==> config.mk <==
export PLATFORM = sky130hd
export DESIGN_NAME = usb_setup_request_decoder
export DESIGN_NICKNAME = d
export VERILOG_FILES = /design/src/design/usrd_pkg.sv /design/src/design/usrd_decode.sv /design/src/design/usb_setup_request_decoder.sv
export VERILOG_INCLUDE_DIRS = /design/src /design/src/design
export SDC_FILE = /design/constraint.sdc
export NUM_CORES = 1
export LEC_CHECK = 0
export BUFFER_PORTS_ARGS = -buffer_cell sky130_fd_sc_hd__buf_2
export CORE_ASPECT_RATIO = 0.9
export CORE_MARGIN = 2
export CORE_UTILIZATION = 54
export DETAILED_ROUTE_END_ITERATION = 12
export PLACE_DENSITY = 0.79
export SYNTH_ARGS = -nofsm -noshare
export SYNTH_HDL_FRONTEND = slang
export SYNTH_SLANG_ARGS = --single-unit
==> constraint.sdc <==
create_clock -name clk -period 2.62 [get_ports clk]
set_input_delay 0.131 -clock clk [delete_from_list [all_inputs] [get_ports clk]]
set_output_delay 0.131 -clock clk [all_outputs]
set_load 0.03 [all_outputs]
==> src/design/usb_setup_request_decoder_defines.svh <==
// assertion macros for the usb setup request decoder
// expects signals named clk and rst_n in the scope where a macro is used
`ifndef USB_SETUP_REQUEST_DECODER_DEFINES_SVH
`define USB_SETUP_REQUEST_DECODER_DEFINES_SVH

`ifndef SYNTHESIS
// consequent checked in the same cycle
`define USRD_ASSERT_SAME(label, ante, cons) \
  label: assert property (@(posedge clk) disable iff (!rst_n) (ante) |-> (cons)) \
    else $error("usrd: same-cycle check failed");
// consequent checked in the cycle after the antecedent
`define USRD_ASSERT_NEXT(label, ante, cons) \
  label: assert property (@(posedge clk) disable iff (!rst_n) (ante) |=> (cons)) \
    else $error("usrd: next-cycle check failed");
`else
`define USRD_ASSERT_SAME(label, ante, cons)
`define USRD_ASSERT_NEXT(label, ante, cons)
`endif

`endif

==> src/design/usrd_pkg.sv <==
// shared types, request keys and constants of the usb setup request decoder
// no dependencies
package usrd_pkg;

  // descriptor length registers
  localparam int NUM_REGS  = 7;
  localparam int CFG_IDX_W = 3;
  localparam int DLEN_W    = 8;

  typedef logic [CFG_IDX_W-1:0]              cfg_idx_t;
  typedef logic [NUM_REGS-1:0][DLEN_W-1:0]   desc_len_t;

  localparam cfg_idx_t REG_DEVICE_DESC = 3'd0;
  localparam cfg_idx_t REG_LANG_STRING = 3'd1;
  localparam cfg_idx_t REG_COUNT       = cfg_idx_t'(NUM_REGS);

  // reset byte counts, index 0 on the right
  localparam desc_len_t DESC_LEN_RESET = {8'd0, 8'd0, 8'd0, 8'd0, 8'd0, 8'd4, 8'd18};

  // response kinds
  typedef enum logic [1:0] {
    ACT_NONE   = 2'd0,
    ACT_STALL  = 2'd1,
    ACT_SEND   = 2'd2,
    ACT_EXPECT = 2'd3
  } act_t;

  // data sources for the in data stage
  typedef logic [3:0] src_t;
  localparam src_t SRC_ZERO_PAIR     = 4'd0;
  localparam src_t SRC_DEVICE_DESC   = 4'd1;
  localparam src_t SRC_CONFIG_DESC   = 4'd2;
  localparam src_t SRC_STRING_BASE   = 4'd3;
  localparam src_t SRC_CONFIGURATION = 4'd9;
  localparam src_t SRC_INTERFACE     = 4'd10;
  localparam src_t SRC_LINE_CODING   = 4'd11;

  // request keys: bmRequestType in the high byte, bRequest in the low byte
  typedef logic [15:0] key_t;
  localparam key_t KEY_GET_STATUS_DEV        = 16'h8000;
  localparam key_t KEY_GET_STATUS_IF         = 16'h8100;
  localparam key_t KEY_GET_STATUS_EP         = 16'h8200;
  localparam key_t KEY_IN_CONFIG_LONG        = 16'h8002;
  localparam key_t KEY_GET_DESCRIPTOR        = 16'h8006;
  localparam key_t KEY_GET_CONFIGURATION     = 16'h8008;
  localparam key_t KEY_GET_INTERFACE         = 16'h810A;
  localparam key_t KEY_OUT_STATUS            = 16'h0000;
  localparam key_t KEY_CLEAR_FEATURE         = 16'h0001;
  localparam key_t KEY_SET_FEATURE           = 16'h0003;
  localparam key_t KEY_ASSIGN_BUS_ADDR       = 16'h0005;
  localparam key_t KEY_OUT_GET_DESCRIPTOR    = 16'h0006;
  localparam key_t KEY_SET_DESCRIPTOR        = 16'h0007;
  localparam key_t KEY_OUT_GET_CONFIGURATION = 16'h0008;
  localparam key_t KEY_SET_CONFIGURATION     = 16'h0009;
  localparam key_t KEY_OUT_GET_INTERFACE     = 16'h000A;
  localparam key_t KEY_SET_INTERFACE        = 16'h000B;
  localparam key_t KEY_SYNCH_FRAME           = 16'h000C;
  localparam key_t KEY_CLASS_NOP_A           = 16'h2100;
  localparam key_t KEY_CLASS_NOP_B           = 16'h2101;
  localparam key_t KEY_SEND_ENCAPSULATED     = 16'h2120;
  localparam key_t KEY_GET_LINE_CODING       = 16'h2121;
  localparam key_t KEY_SET_CONTROL_LINE_ST   = 16'h2122;

  // descriptor types
  localparam logic [7:0] DT_DEVICE      = 8'd1;
  localparam logic [7:0] DT_CONFIG      = 8'd2;
  localparam logic [7:0] DT_STRING      = 8'd3;
  localparam logic [7:0] DT_INTERFACE   = 8'd4;
  localparam logic [7:0] DT_ENDPOINT    = 8'd5;
  localparam logic [7:0] DT_QUALIFIER   = 8'd6;
  localparam logic [7:0] DT_OTHER_SPEED = 8'd7;

  localparam logic [7:0] STRING_MAX_IDX    = 8'd5;
  localparam logic [7:0] DESC_STALL_MAX_IDX = 8'd1;

  // fixed byte counts
  localparam logic [15:0] LEN_STATUS      = 16'd2;
  localparam logic [15:0] LEN_ONE         = 16'd1;
  localparam logic [15:0] LEN_LINE_CODING = 16'd7;

  localparam int ADDR_W = 7;

  // one setup event
  typedef struct packed {
    logic        func;
    logic [7:0]  request_type;
    logic [7:0]  request_code;
    logic [7:0]  value_low;
    logic [7:0]  value_high;
    logic [15:0] index_value;
    logic [15:0] length_value;
  } req_t;

  // answer for the data stage
  typedef struct packed {
    act_t        act;
    src_t        src;
    logic [15:0] len;
  } answer_t;

  // state updates requested by the decoded request
  typedef struct packed {
    logic set_pending;
    logic set_config;
    logic set_iface;
    logic set_lines;
  } upd_t;

  function automatic answer_t reply(act_t a, src_t s, logic [15:0] n);
    answer_t r;
    r.act = a;
    r.src = s;
    r.len = n;
    return r;
  endfunction

endpackage

==> src/design/usrd_decode.sv <==
// combinational decode of one setup packet into an answer and state updates
// depends on usrd_pkg
module usrd_decode (
  input  usrd_pkg::req_t      req,
  input  usrd_pkg::desc_len_t desc_len,
  output usrd_pkg::answer_t   ans,
  output usrd_pkg::upd_t      upd
);
  import usrd_pkg::*;

  key_t            key;
  logic            str_ok;
  cfg_idx_t        str_reg;
  answer_t         str_ans;
  answer_t         none_ans;
  answer_t         stall_ans;
  logic [15:0]     dev_len;

  assign key       = {req.request_type, req.request_code};
  assign none_ans  = reply(ACT_NONE, SRC_ZERO_PAIR, 16'd0);
  assign stall_ans = reply(ACT_STALL, SRC_ZERO_PAIR, 16'd0);
  assign dev_len   = {8'd0, desc_len[REG_DEVICE_DESC]};

  // string descriptor lookup, indexes above five get no answer
  assign str_ok  = (req.value_low <= STRING_MAX_IDX);
  assign str_reg = cfg_idx_t'(req.value_low[CFG_IDX_W-1:0] + REG_LANG_STRING);
  always_comb begin
    str_ans = none_ans;
    if (str_ok) begin
      str_ans = reply(ACT_SEND, src_t'(SRC_STRING_BASE + req.value_low[3:0]),
                      {8'd0, desc_len[str_reg]});
    end
  end

  // request decode
  always_comb begin
    ans = none_ans;
    upd = '0;
    if (req.func) begin
      unique case (key) inside
        KEY_GET_STATUS_DEV, KEY_GET_STATUS_IF, KEY_GET_STATUS_EP, KEY_OUT_STATUS: begin
          ans = reply(ACT_SEND, SRC_ZERO_PAIR, LEN_STATUS);
        end
        KEY_IN_CONFIG_LONG: begin
          ans = reply(ACT_SEND, SRC_CONFIGURATION, req.length_value);
        end
        KEY_GET_DESCRIPTOR: begin
          unique case (req.value_high) inside
            DT_DEVICE: ans = reply(ACT_SEND, SRC_DEVICE_DESC, dev_len);
            DT_CONFIG: ans = reply(ACT_SEND, SRC_CONFIG_DESC, req.length_value);
            DT_STRING: ans = str_ans;
            DT_INTERFACE, DT_ENDPOINT: begin
              if (req.value_low <= DESC_STALL_MAX_IDX) begin
                ans = stall_ans;
              end
            end
            DT_QUALIFIER, DT_OTHER_SPEED: ans = none_ans;
            default: ans = stall_ans;
          endcase
        end
        KEY_OUT_GET_DESCRIPTOR: begin
          unique case (req.value_high) inside
            DT_DEVICE: ans = reply(ACT_SEND, SRC_DEVICE_DESC, dev_len);
            DT_STRING: ans = str_ans;
            default:   ans = stall_ans;
          endcase
        end
        KEY_GET_CONFIGURATION, KEY_OUT_GET_CONFIGURATION: begin
          ans = reply(ACT_SEND, SRC_CONFIGURATION, LEN_ONE);
        end
        KEY_GET_INTERFACE, KEY_OUT_GET_INTERFACE: begin
          ans = reply(ACT_SEND, SRC_INTERFACE, LEN_ONE);
        end
        KEY_CLEAR_FEATURE, KEY_SET_FEATURE, KEY_CLASS_NOP_A, KEY_CLASS_NOP_B: begin
          ans = none_ans;
        end
        KEY_ASSIGN_BUS_ADDR:     upd.set_pending = 1'b1;
        KEY_SET_CONFIGURATION:   upd.set_config  = 1'b1;
        KEY_SET_INTERFACE:       upd.set_iface   = 1'b1;
        KEY_SET_CONTROL_LINE_ST: upd.set_lines   = 1'b1;
        KEY_SEND_ENCAPSULATED: begin
          ans = reply(ACT_EXPECT, SRC_ZERO_PAIR, req.length_value);
        end
        KEY_GET_LINE_CODING: begin
          ans = reply(ACT_SEND, SRC_LINE_CODING, LEN_LINE_CODING);
        end
        KEY_SET_DESCRIPTOR, KEY_SYNCH_FRAME: ans = stall_ans;
        default: ans = stall_ans;
      endcase
    end
  end

endmodule

==> src/design/usb_setup_request_decoder.sv <==
// Endpoint-0 setup request decoder. Each accepted event first applies a pending
// bus address request (low 7 bits), then decodes a setup packet into none, stall, send
// (source and byte count) or expect-data, and records address, configuration,
// interface and control line state. One event is accepted every cycle while no
// result is held or the consumer takes the held result in the same cycle; its
// result appears in the next cycle from the output register. The user must write
// descriptor byte counts through the cfg port only while idle; the block does not check.
// depends on usrd_pkg, usrd_decode and usb_setup_request_decoder_defines.svh
`include "usb_setup_request_decoder_defines.svh"

module usb_setup_request_decoder (
  input  logic                      clk,
  input  logic                      rst_n,
  // input channel
  input  logic                      in_valid,
  output logic                      in_ready,
  input  logic                      in_func,
  input  logic [7:0]                in_request_type,
  input  logic [7:0]                in_request_code,
  input  logic [7:0]                in_value_low,
  input  logic [7:0]                in_value_high,
  input  logic [15:0]               in_index_value,
  input  logic [15:0]               in_length_value,
  // result channel
  output logic                      out_valid,
  input  logic                      out_ready,
  output logic [1:0]                out_action,
  output logic [3:0]                out_data_source,
  output logic [15:0]               out_send_length,
  output logic [6:0]                out_device_address,
  output logic [7:0]                out_configuration_value,
  output logic [7:0]                out_interface_value,
  output logic [15:0]               out_control_lines,
  output logic                      out_address_pending,
  // configuration port
  input  logic                      cfg_wr_en,
  input  usrd_pkg::cfg_idx_t        cfg_index,
  input  logic [usrd_pkg::DLEN_W-1:0] cfg_wdata
);
  import usrd_pkg::*;

  logic              accept;
  req_t              req;
  answer_t           ans;
  upd_t              upd;

  desc_len_t         desc_len_r;
  logic              out_valid_r, out_valid_nxt;
  answer_t           ans_r;
  logic [ADDR_W-1:0] applied_r, applied_nxt;
  logic              pending_r, pending_nxt;
  logic [7:0]        pend_addr_r, pend_addr_nxt;
  logic [7:0]        config_r, config_nxt;
  logic [7:0]        iface_r, iface_nxt;
  logic [15:0]       lines_r, lines_nxt;

  assign accept   = in_valid && in_ready;
  assign in_ready = !out_valid_r || out_ready;

  assign req.func         = in_func;
  assign req.request_type = in_request_type;
  assign req.request_code = in_request_code;
  assign req.value_low    = in_value_low;
  assign req.value_high   = in_value_high;
  assign req.index_value  = in_index_value;
  assign req.length_value = in_length_value;

  usrd_decode u_decode (
    .req      (req),
    .desc_len (desc_len_r),
    .ans      (ans),
    .upd      (upd)
  );

  // descriptor length registers
  always_ff @(posedge clk) begin
    if (!rst_n) begin
      desc_len_r <= DESC_LEN_RESET;
    end else if (cfg_wr_en && (cfg_index < REG_COUNT)) begin
      desc_len_r[cfg_index] <= cfg_wdata;
    end
  end

  // next state: apply a pending address, then record the request
  always_comb begin
    applied_nxt   = pending_r ? pend_addr_r[ADDR_W-1:0] : applied_r;
    pending_nxt   = upd.set_pending;
    pend_addr_nxt = upd.set_pending ? in_value_low : pend_addr_r;
    config_nxt    = upd.set_config ? in_value_low : config_r;
    iface_nxt     = upd.set_iface ? in_index_value[7:0] : iface_r;
    lines_nxt     = upd.set_lines ? {in_value_high, in_value_low} : lines_r;
  end

  // output valid: set on transfer in, cleared on transfer out
  always_comb begin
    if (accept) begin
      out_valid_nxt = 1'b1;
    end else if (out_ready) begin
      out_valid_nxt = 1'b0;
    end else begin
      out_valid_nxt = out_valid_r;
    end
  end

  // control and recorded state
  always_ff @(posedge clk) begin
    if (!rst_n) begin
      out_valid_r <= 1'b0;
      applied_r   <= '0;
      pending_r   <= 1'b0;
      pend_addr_r <= '0;
      config_r    <= '0;
      iface_r     <= '0;
      lines_r     <= '0;
    end else begin
      out_valid_r <= out_valid_nxt;
      if (accept) begin
        applied_r   <= applied_nxt;
        pending_r   <= pending_nxt;
        pend_addr_r <= pend_addr_nxt;
        config_r    <= config_nxt;
        iface_r     <= iface_nxt;
        lines_r     <= lines_nxt;
      end
    end
  end

  // answer payload register
  always_ff @(posedge clk) begin
    if (accept) begin
      ans_r <= ans;
    end
  end

  // result ports; recorded state only moves on an input transfer
  assign out_valid               = out_valid_r;
  assign out_action              = ans_r.act;
  assign out_data_source         = ans_r.src;
  assign out_send_length         = ans_r.len;
  assign out_device_address      = applied_r;
  assign out_configuration_value = config_r;
  assign out_interface_value     = iface_r;
  assign out_control_lines       = lines_r;
  assign out_address_pending     = pending_r;

  // checks
  `USRD_ASSERT_NEXT(a_pending_applied, accept && pending_r, applied_r == $past(pend_addr_r[ADDR_W-1:0]))
  `USRD_ASSERT_NEXT(a_pending_only_addr_req, accept && !upd.set_pending, !pending_r)
  `USRD_ASSERT_SAME(a_quiet_fields_zero, out_valid_r && (ans_r.act == ACT_NONE || ans_r.act == ACT_STALL), ans_r.src == SRC_ZERO_PAIR && ans_r.len == 16'd0)
  `USRD_ASSERT_SAME(a_expect_no_source, out_valid_r && ans_r.act == ACT_EXPECT, ans_r.src == SRC_ZERO_PAIR)
  `USRD_ASSERT_NEXT(a_state_holds_idle, !accept, $stable(applied_r) && $stable(pending_r) && $stable(config_r) && $stable(iface_r) && $stable(lines_r))

endmodule
==> impl_metrics.py, run 1 <==
metrics = {
    "status": {
        "status": "complete, no violations",
    },
    "synthesis": {
        "synth-edff-count": 22,
        "ys_ff_latch": 126,
        "syn_area_um2": 5940,
        "yosysWarnings": 0,
        "yosysTopAreaCell": "dfxtp_1",
        "synth_cells": 659,
        "synth_area_leaders": "dfxtp_1 35%, edfxtp_1 11%, nand2_1 10%",
        "synth_top_area_share_pct": 35.1,
        "syn_nets": 743,
        "synth_cell_types": 53,
        "synth-seq-area-share_pct": 46.2,
        "postSynthAreaPerCell_um2": 9.01,
        "ys_async_sr_fraction_pct": 0,
        "ys.flop_type": "dfxtp_1",
    },
    "min_path": {
        "hp-class": "input port to register",
    },
    "routing": {
        "drt_iter0_markers": 445,
        "wl_per_cell_um": 17.2,
        "finalWirelength_mm": 16.5,
        "vias_per_cell": 5.78,
        "vias": 5546,
        "drc": 0,
        "first_pass_iters": 5,
        "ant_nets": 0,
    },
    "sta": {
        "slew_headroom_pct": 43.8,
        "min_period_over_period_pct": 89.0,
        "fmax_ghz": 0.429,
        "slew_violations": 0,
        "setup_violations": 0,
        "post-route-min-period_ns": 2.33,
        "timing.final.hold_violations": 0,
        "worstMarginPinSlew_ns": 0.844,
        "skew_ns": 0.00756,
        "rsz0062_at_grt": "no",
        "fin_hold_ws_ns": 0.00765,
        "fin_setup_tns_ns": 0,
    },
    "floorplanning": {
        "top_level_ports": 145,
        "die_area_um2": 11900,
        "coreArea_um2": 10800,
        "num_rows": 36,
        "initial_core_util_pct": 55.2,
        "die_y_um": 103,
        "die_w_um": 115,
    },
    "critical_path": {
        "path_class": "input port to register",
        "cp_data_required_time_ns": 2.88,
        "crit_top_cell": "a211oi_1",
        "worst_setup_path_start_kind": "input port",
        "path_max_fanout": 8,
        "crit_slowest_cell": "dlygate4sd3_1",
        "worst-path-buf-inv": 2,
        "critPathMaxStageDelay_ns": 0.53,
        "crit_family": "compound AO/OA/AOI/OAI gates",
        "cp.arrival_ns": 2.59,
        "crit_path_end_kind": "register",
        "crit_chain": "dlygate4sd3_1 > buf_2 > or4_1 > a211oi_1 > nand3_1 > a211oi_1 > o21ai_0 > a21oi_1",
    },
    "clocking": {
        "clockRootBuffer": "clkbuf_16",
        "clock-sinks": 126,
        "cts_buffers": 17,
        "max-clock-path-buffers": 2,
        "insertion_delay_ns": 0.41,
        "postCtsSetupBuffers": 0,
        "cts.htree.levels": 4,
        "path_clk_slew_ns": 0.06,
        "cts_tree": "built",
    },
    "grt": {
        "first_global_vias": 5264,
        "grt_usage_pct": 27.8,
        "antenna_found_initial": 0,
        "grt_pass1_wl_mm": 25.6,
        "grt_remaining_overflow": 0,
        "use_met1_pct": 36.4,
        "grtUsageMet2_pct": 45.7,
        "grt_use_met3_pct": 6.41,
        "grt.busiest_layer": "met2",
        "grt_max_degree": 60,
    },
    "final_layout": {
        "drive_above_1_share_pct": 24.7,
        "final_cells": 959,
        "mostFrequentLayoutCell": "nand2_1",
        "syn_to_final_growth_pct": 26.8,
        "mostFrequentLayoutCells": "162 x nand2_1, 136 x buf_2, 104 x dfxtp_1",
        "fillers": 818,
        "nets": 897,
        "n_antenna_cell": 0,
        "finish.instance_area_um2": 7530,
    },
    "placed_design": {
        "dpl.cell_count": 914,
        "port_buffers": 136,
        "place_area_um2": 6790,
        "post-dp-hpwl_mm": 11.6,
        "gp_congestion": 0.896,
    },
    "flow_run": {
        "drv_cap": 0,
    },
    "pwr": {
        "cellPowerDensity_nw_per_um2": 641,
        "power_mw": 4.83,
        "leakage_nw": 2.96,
        "ir_worst_vdd_mv": 0.386,
    },
}
==> sequential cells by signal (all words and copies together) (netlist names) <==
name and count:
desc_len_r 56, out_control_lines 16, out_send_length 16, out_configuration_value 8, out_interface_value 8, out_device_address 7, pend_addr_r 7, out_data_source 4
out_action 2, out_address_pending 1, out_valid 1
==> power by group <==
part	total [mW]	internal (mW)	switching (mW)	leakage (nW)
clock	2.40	1.55	0.843	0.293
sequential	2.02	2.01	0.0159	1.06
combinational	0.406	0.162	0.244	1.61
==> metrics by stage <==
| step | setup WS (ns) | utilization, % |
|---|---|---|
| after floorplan | 0.367 | - |
| after global placement | 0.188 | 63.1 |
| after detailed placement | 0.137 | 63.1 |
| after CTS | 0.169 | 69.9 |
| after global routing | 0.174 | 70.0 |
| final | 0.289 | 70.0 |
==> per-layer routing <==
| metal | up-vias | part of all wire [%] |
|---|---|---|
| met4 | 0 | 1.7 |
| met1 | 2631 | 44 |
| met5 | - | 0 |
| met3 | 26 | 7.7 |
| met2 | 271 | 47 |
| li1 | 2618 | - |
==> tightest hold or removal path, cell delays in order <==
cell	delay (ns)
buf_2	0.08
mux2i_1	0.06
nor2b_1	0.11
==> kinds of logic after synthesis <==
kind of cell             count (synthesis)  share of synthesized area [%]
AND/OR/NAND/NOR                        317                           25.6
buffers and inverters                   37                           2.55
XOR/XNOR                                 2                          0.295
adder cells (fa/ha/maj)                  3                          0.632
multiplexers                            45                           9.35
AO/OA/AOI/OAI                          129                           15.4
flip-flops                             126                           46.2
==> layout make-up <==
| type | instances | area (µm²) | share of cell area, % |
|---|---|---|---|
| multi-input combinational | 496 | 3050 | 40.5 |
| timing repair buffer | 164 | 936 | 12.4 |
| clock buffer | 22 | 468 | 6.21 |
| clock inverter | 10 | 138 | 1.83 |
| sequential | 126 | 2740 | 36.4 |
| tap | 133 | 166 | 2.21 |
| inverter | 8 | 30.0 | 0.399 |
==> Yosys cell counts, drive strengths merged (2+ instances only) <==
master   count
or4b         2
or3          7
o2111a       2
clkbuf      24
nor3b        5
inv          8
or2          2
ha           3
xor2         2
a21oi       16
nand2      162
edfxtp      22
and3        10
o21ai       15
mux2         4
a2111oi      2
and4         2
a21boi      71
a22oi        4
nand2b      15
buf          5
nor4         2
and2         5
mux2i       33
or4          6
a211oi       3
o221ai       4
nor3        18
nor2        23
dfxtp      104
nor2b       35
a211o        2
a31oi        5
nand4        2
nand3       18
mux4         8
==> path summary, 6_finish.rpt <==
kind / from / end / slack (ns) / cells after the start
min reg2reg: out_control_lines[9] / out_control_lines[9] / 0.46 / 2
max reg2reg: desc_len_r[6] / out_send_length[6] / 0.86 / 5
min: in_index_value[1] / out_interface_value[1] / 0.008 / 3
max: in_value_low[7] / out_send_length[4] / 0.29 / 8
==> repair_timing <==
item                                    4_1_cts  5_1_grt
gates resized for setup                       0        1
endpoints found under the hold margin        13        0
hold buffers                                 13        0
endpoints found under the setup margin        0        3
Power figures use the tool's default switching activity.
==> run 2: changes to the inputs <==
CORE_UTILIZATION = 58   (was 54)
PLACE_DENSITY = 0.84   (was 0.79)
clock period = 3 ns   (was 2.62 ns; I/O delays follow)
==> run 2 against run 1 <==
Sequential share of layout area is 0.68 points higher. Cell count fell by 1.9%. Global-route usage is 2.2 points higher. Wire length is 1.3% higher. Critical path type unchanged. Sequential cell count is the same. Clock power shrank 10%. Non-clock buffer count shrank 14. Core utilization up 3.1 points. Power fell by 12%. Setup slack gained 0.24 ns. Design area fell by 1.8%. Clock skew rose by 0.0022 ns.
==> impl_metrics.py, run 2 (synthesis results as in run 1) <==
metrics = {
    "routing": {
        "drc": 0,
        "vias": 5572,
        "finalWirelength_mm": 16.7,
        "wl_per_cell_um": 17.7,
        "drt_iter0_markers": 614,
        "ant_nets": 0,
        "vias_per_cell": 5.92,
        "first_pass_iters": 7,
    },
    "sta": {
        "skew_ns": 0.00978,
        "min_period_over_period_pct": 82.3,
        "setup_violations": 0,
        "fin_setup_tns_ns": 0,
        "post-route-min-period_ns": 2.47,
        "slew_violations": 0,
        "worstMarginPinSlew_ns": 1.23,
        "fin_hold_ws_ns": 0.00460,
        "rsz0062_at_grt": "no",
        "slew_headroom_pct": 17.5,
        "timing.final.hold_violations": 0,
        "fmax_ghz": 0.405,
    },
    "critical_path": {
        "path_max_fanout": 16,
        "crit_chain": "dlygate4sd3_1 > buf_2 > or3_1 > or3_1 > nor3b_1 > or3_1 > nand2_1 > a31oi_1",
        "crit_top_cell": "or3_1",
        "worst_setup_path_start_kind": "input port",
        "cp_data_required_time_ns": 3.26,
        "critPathMaxStageDelay_ns": 0.55,
        "crit_path_end_kind": "register",
        "path_class": "input port to register",
        "cp.arrival_ns": 2.73,
        "r2r_start": "out_valid",
        "r2r_slack_ns": 1.14,
        "r2r_end": "out_configuration_value[0]",
        "reg2reg_depth": 6,
        "crit_path_start": "in_value_high[5]",
        "crit_slowest_cell": "dlygate4sd3_1",
    },
    "clocking": {
        "cts_tree": "built",
        "cts_buffers": 17,
        "cts_resized": 0,
        "clockRootBuffer": "clkbuf_16",
        "path_clk_slew_ns": 0.06,
        "cts.htree.levels": 4,
        "clock-sinks": 126,
        "max-clock-path-buffers": 2,
        "postCtsSetupBuffers": 0,
        "insertion_delay_ns": 0.42,
    },
    "flow_run": {
        "drv_cap": 0,
    },
    "floorplanning": {
        "num_rows": 35,
        "coreArea_um2": 10100,
        "die_y_um": 100,
        "initial_core_util_pct": 58.7,
        "top_level_ports": 145,
        "die_w_um": 111,
        "die_area_um2": 11100,
    },
    "grt": {
        "antenna_found_initial": 0,
        "grt_usage_pct": 30.0,
        "grt_pass1_wl_mm": 26.7,
        "grt_max_degree": 45,
        "first_global_vias": 5306,
        "grt_remaining_overflow": 0,
    },
    "min_path": {
        "holdPathEnd": "out_control_lines[12]",
        "hold-path-cell-count": 3,
        "hp-class": "input port to register",
        "hold_start": "in_value_high[4]",
    },
    "final_layout": {
        "final_cells": 941,
        "top_register": "desc_len_r",
        "drive_above_1_share_pct": 24.5,
        "syn_to_final_growth_pct": 24.5,
        "mostFrequentLayoutCells": "162 x nand2_1, 136 x buf_2, 104 x dfxtp_1",
        "largest_reg_flops": 56,
        "utilization_pct": 73.1,
        "fillers": 734,
        "mostFrequentLayoutCell": "nand2_1",
        "nets": 883,
        "n_antenna_cell": 0,
    },
    "pwr": {
        "leakage_nw": 2.90,
        "cellPowerDensity_nw_per_um2": 577,
        "pwr-share-seq_pct": 41.4,
        "intPower_mw": 3.21,
        "ir_worst_vdd_mv": 0.387,
        "clkPwrFrac_pct": 50.7,
        "p_switching_mw": 1.05,
        "comb_power_share_pct": 7.9,
        "switching_share_pct": 24.6,
    },
    "placed_design": {
        "gp_congestion": 0.895,
        "post-dp-hpwl_mm": 11.1,
        "dpl.cell_count": 904,
        "port_buffers": 136,
    },
    "status": {
        "status": "complete, no violations",
    },
}
## run 2: changes by cell type in the layout (fill, tap and decap cells not counted), sizes merged
cell         previous run  this run
dlygate4sd3            13         5
buf                   151       145
clkbuf                 22        18
clkinv                  5         3
inv                     8        14
## run 2: timing repair
| item | in CTS | in global routing |
|---|---|---|
| hold endpoints to repair | 5 | 0 |
| setup endpoints to repair | 0 | 0 |
| hold buffers | 5 | 0 |
## run 2: cell type report
class	instances	area [µm²]	share of cell area [%]
inverters	8	30.0	0.406
repair buffers	150	798	10.8
flip-flops and latches	126	2740	37.1
clock inverters	14	181	2.45
multi-input cells	496	3050	41.2
clock buffers	18	433	5.86
well taps	129	161	2.18
## run 2: power groups by stage
stage | sequential [mW] | combinational [mW] | clock, mW
CTS | 1.76 | 0.331 | 2.17
global route | 1.77 | 0.363 | 2.24
floorplan | 1.83 | 0.151 | 0
global placement | 1.80 | 0.314 | 0
finish | 1.77 | 0.337 | 2.16
detailed placement | 1.80 | 0.323 | 0
## run 2: worst max-delay path by stage
stage,depth (start not counted),to,slack [ns]
3_5_place_dp,7,out_data_source[2],0.46
2_1_floorplan,7,out_data_source[0],0.73
3_3_place_gp,7,out_data_source[2],0.54
5_1_grt,8,out_send_length[2],0.29
4_1_cts,8,out_send_length[2],0.59
6_report,8,out_send_length[2],0.53
## run 2: through the flow
step / setup slack [ns] / total power [mW] / area [µm²]
after floorplan: 0.728 / 1.98 / 5940
after detailed placement: 0.463 / 2.12 / 6730
after global routing: 0.288 / 4.37 / 7390
after global placement: 0.536 / 2.11 / 6730
final: 0.531 / 4.26 / 7390
after CTS: 0.589 / 4.27 / 7390
## run 2: critical path, delay by kind of cell
kind,cells,cell delay [ns]
buf+inv,2,0.68
simple gates,5,1.72
compound gates,1,0.18
## run 2: layer usage
metal	wire [µm]	GRT usage, %	share of wire [%]
met1	7130	39.7	43
met2	7720	48.7	46
met3	1400	6.64	8.4
met4	422	11.3	2.5
met5	0	0	0
==> run 3: changes to the inputs <==
CORE_UTILIZATION = 48   (was 58)
PLACE_DENSITY = 0.74   (was 0.84)
clock period = 2.1 ns   (was 3 ns; I/O delays follow)
==> run 3 against run 2 <==
Core utilization shrank 6.8 points. Combinational power grew 66%. Register-to-register slack lost 0.74 ns. Power grew 42%. Die area grew 20%. Setup slack lost 0.40 ns. Clock power grew 38%. Design area grew 8.3%. Clock-buffer cell count grew 7. Sequential cell count is the same. Highest routed layer unchanged.
==> impl_metrics.py, run 3 (synthesis results as in run 1) <==
metrics = {
    "final_layout": {
        "fillers": 972,
        "seqCellArea_um2": 2740,
        "mostFrequentLayoutCell": "nand2_1",
        "top_register": "desc_len_r",
        "mostFrequentLayoutCells": "162 x nand2_1, 136 x buf_2, 104 x dfxtp_1",
        "drive_above_1_share_pct": 27.5,
        "n_antenna_cell": 0,
        "syn_to_final_growth_pct": 34.8,
        "largest_reg_flops": 56,
        "multi_input_area_um2": 3050,
        "nets": 945,
    },
    "sta": {
        "post-route-min-period_ns": 1.97,
        "min_period_over_period_pct": 93.8,
        "worstMarginPinSlew_ns": 0.700,
        "skew_ns": 0.00918,
        "slew_headroom_pct": 53.1,
        "rsz0062_at_grt": "no",
        "fin_ws_ns": 0.130,
        "timing.final.hold_violations": 0,
        "setup_violations": 0,
        "fmax_ghz": 0.508,
        "fin_setup_tns_ns": 0,
        "slew_violations": 0,
    },
    "min_path": {
        "hold_start": "in_length_value[13]",
        "hp-class": "input port to register",
    },
    "routing": {
        "finalWirelength_mm": 17.3,
        "drt_iter0_markers": 566,
        "vias_per_cell": 5.56,
        "first_pass_iters": 5,
        "ant_nets": 0,
        "drc": 0,
        "vias": 5741,
        "wl_per_cell_um": 16.7,
    },
    "grt": {
        "grt_remaining_overflow": 0,
        "antenna_found_initial": 0,
        "grt_pass1_wl_mm": 27.3,
        "grt_usage_pct": 26.5,
        "grt_max_degree": 105,
        "first_global_vias": 5528,
    },
    "pwr": {
        "clkPwrFrac_pct": 49.1,
        "pwr-share-seq_pct": 41.7,
        "intPower_mw": 4.70,
        "cellPowerDensity_nw_per_um2": 756,
        "leakage_nw": 3.21,
        "ir_worst_vdd_mv": 0.510,
        "comb_power_share_pct": 9.2,
        "p_switching_mw": 1.35,
        "switching_share_pct": 22.4,
    },
    "placed_design": {
        "post-dp-hpwl_mm": 12.0,
        "gp_congestion": 0.908,
        "port_buffers": 136,
        "dp_slack_ns": -0.259,
    },
    "critical_path": {
        "path_class": "input port to register",
        "path_max_fanout": 12,
        "crit_path_end_kind": "register",
        "cp_data_required_time_ns": 2.35,
        "crit_slowest_cell": "or4_4",
        "crit_path_start": "in_request_code[7]",
        "crit_family": "simple AND/OR/NAND/NOR gates",
        "r2r_start": "out_valid",
        "crit_chain": "buf_2 > or4_4 > or4_1 > or3_1 > o2111a_2 > a31o_2 > nor3_1",
        "worst_setup_path_start_kind": "input port",
        "cp.arrival_ns": 2.22,
        "critPathMaxStageDelay_ns": 0.54,
        "worst-path-buf-inv": 1,
    },
    "clocking": {
        "path_clk_slew_ns": 0.06,
        "clockRootBuffer": "clkbuf_16",
        "insertion_delay_ns": 0.42,
        "cts.htree.levels": 4,
        "max-clock-path-buffers": 2,
        "cts_buffers": 17,
        "cts_tree": "built",
        "clock-sinks": 126,
    },
    "status": {
        "status": "complete, no violations",
    },
    "floorplanning": {
        "num_rows": 38,
        "initial_core_util_pct": 49.2,
        "coreArea_um2": 12100,
        "die_y_um": 110,
        "die_area_um2": 13300,
        "die_w_um": 121,
        "top_level_ports": 145,
    },
    "flow_run": {
        "drv_cap": 0,
    },
}
==> run 3: worst paths after layout <==
| kind | depth (start not counted) | slack (ns) | to |
|---|---|---|---|
| max | 7 | 0.13 | out_data_source[2] |
| min | 2 | 0.007 | out_send_length[13] |
| max reg2reg | 6 | 0.40 | pend_addr_r[5] |
| min reg2reg | 2 | 0.46 | out_control_lines[8] |
==> run 3: what timing repair did <==
action,in CTS,in global routing
hold buffers,21,0
setup endpoints to repair,0,15
gates resized for setup,0,1
hold endpoints to repair,22,0
setup buffers,0,0
==> run 3: per-stage QoR <==
stage	std cells	hold slack [ns]	instance area [µm²]	utilization, %	total power [mW]
2_1_floorplan	659	0.229	5940	-	2.83
5_1_grt	1033	0.00751	8010	66.3	6.24
3_3_place_gp	981	0.362	7200	59.6	3.08
3_5_place_dp	981	0.367	7200	59.6	3.09
6_report	1033	0.00697	8010	66.3	6.05
4_1_cts	1033	0.00339	8010	66.3	6.08
==> run 3: area by class of cell <==
class | count | share of cell area (%)
Timing Repair Buffer | 212 | 17.4
Clock buffer | 25 | 6.06
Inverter | 8 | 0.375
Clock inverter | 6 | 1.36
Sequential cell | 126 | 34.3
Tap cell | 160 | 2.50
Multi-Input combinational cell | 496 | 38.1
==> run 3: worst reg2reg max path, delay by kind of cell, from the launching register on <==
family / cells / cell delay [ns]
and+or+nand+nor: 5 / 1.08
muxes: 1 / 0.21
DFF: 1 / 0.30
==> run 3: power groups by stage <==
stage | sequential (mW) | combinational, mW | clock [mW]
finish | 2.52 | 0.559 | 2.97
global route | 2.53 | 0.600 | 3.11
CTS | 2.52 | 0.551 | 3.01
detailed placement | 2.57 | 0.516 | 0
global placement | 2.57 | 0.506 | 0
floorplan | 2.62 | 0.217 | 0
==> run 3: routing by layer <==
| metal | up-vias | wire [µm] | global-route usage (%) | share of wire, % |
|---|---|---|---|---|
| met5 | - | 0 | 0 | 0 |
| met4 | 0 | 288 | 8.95 | 1.7 |
| met3 | 31 | 1500 | 6.54 | 8.7 |
| met2 | 280 | 8030 | 42.9 | 47 |
| met1 | 2704 | 7430 | 35.1 | 43 |
| li1 | 2726 | - | - | - |
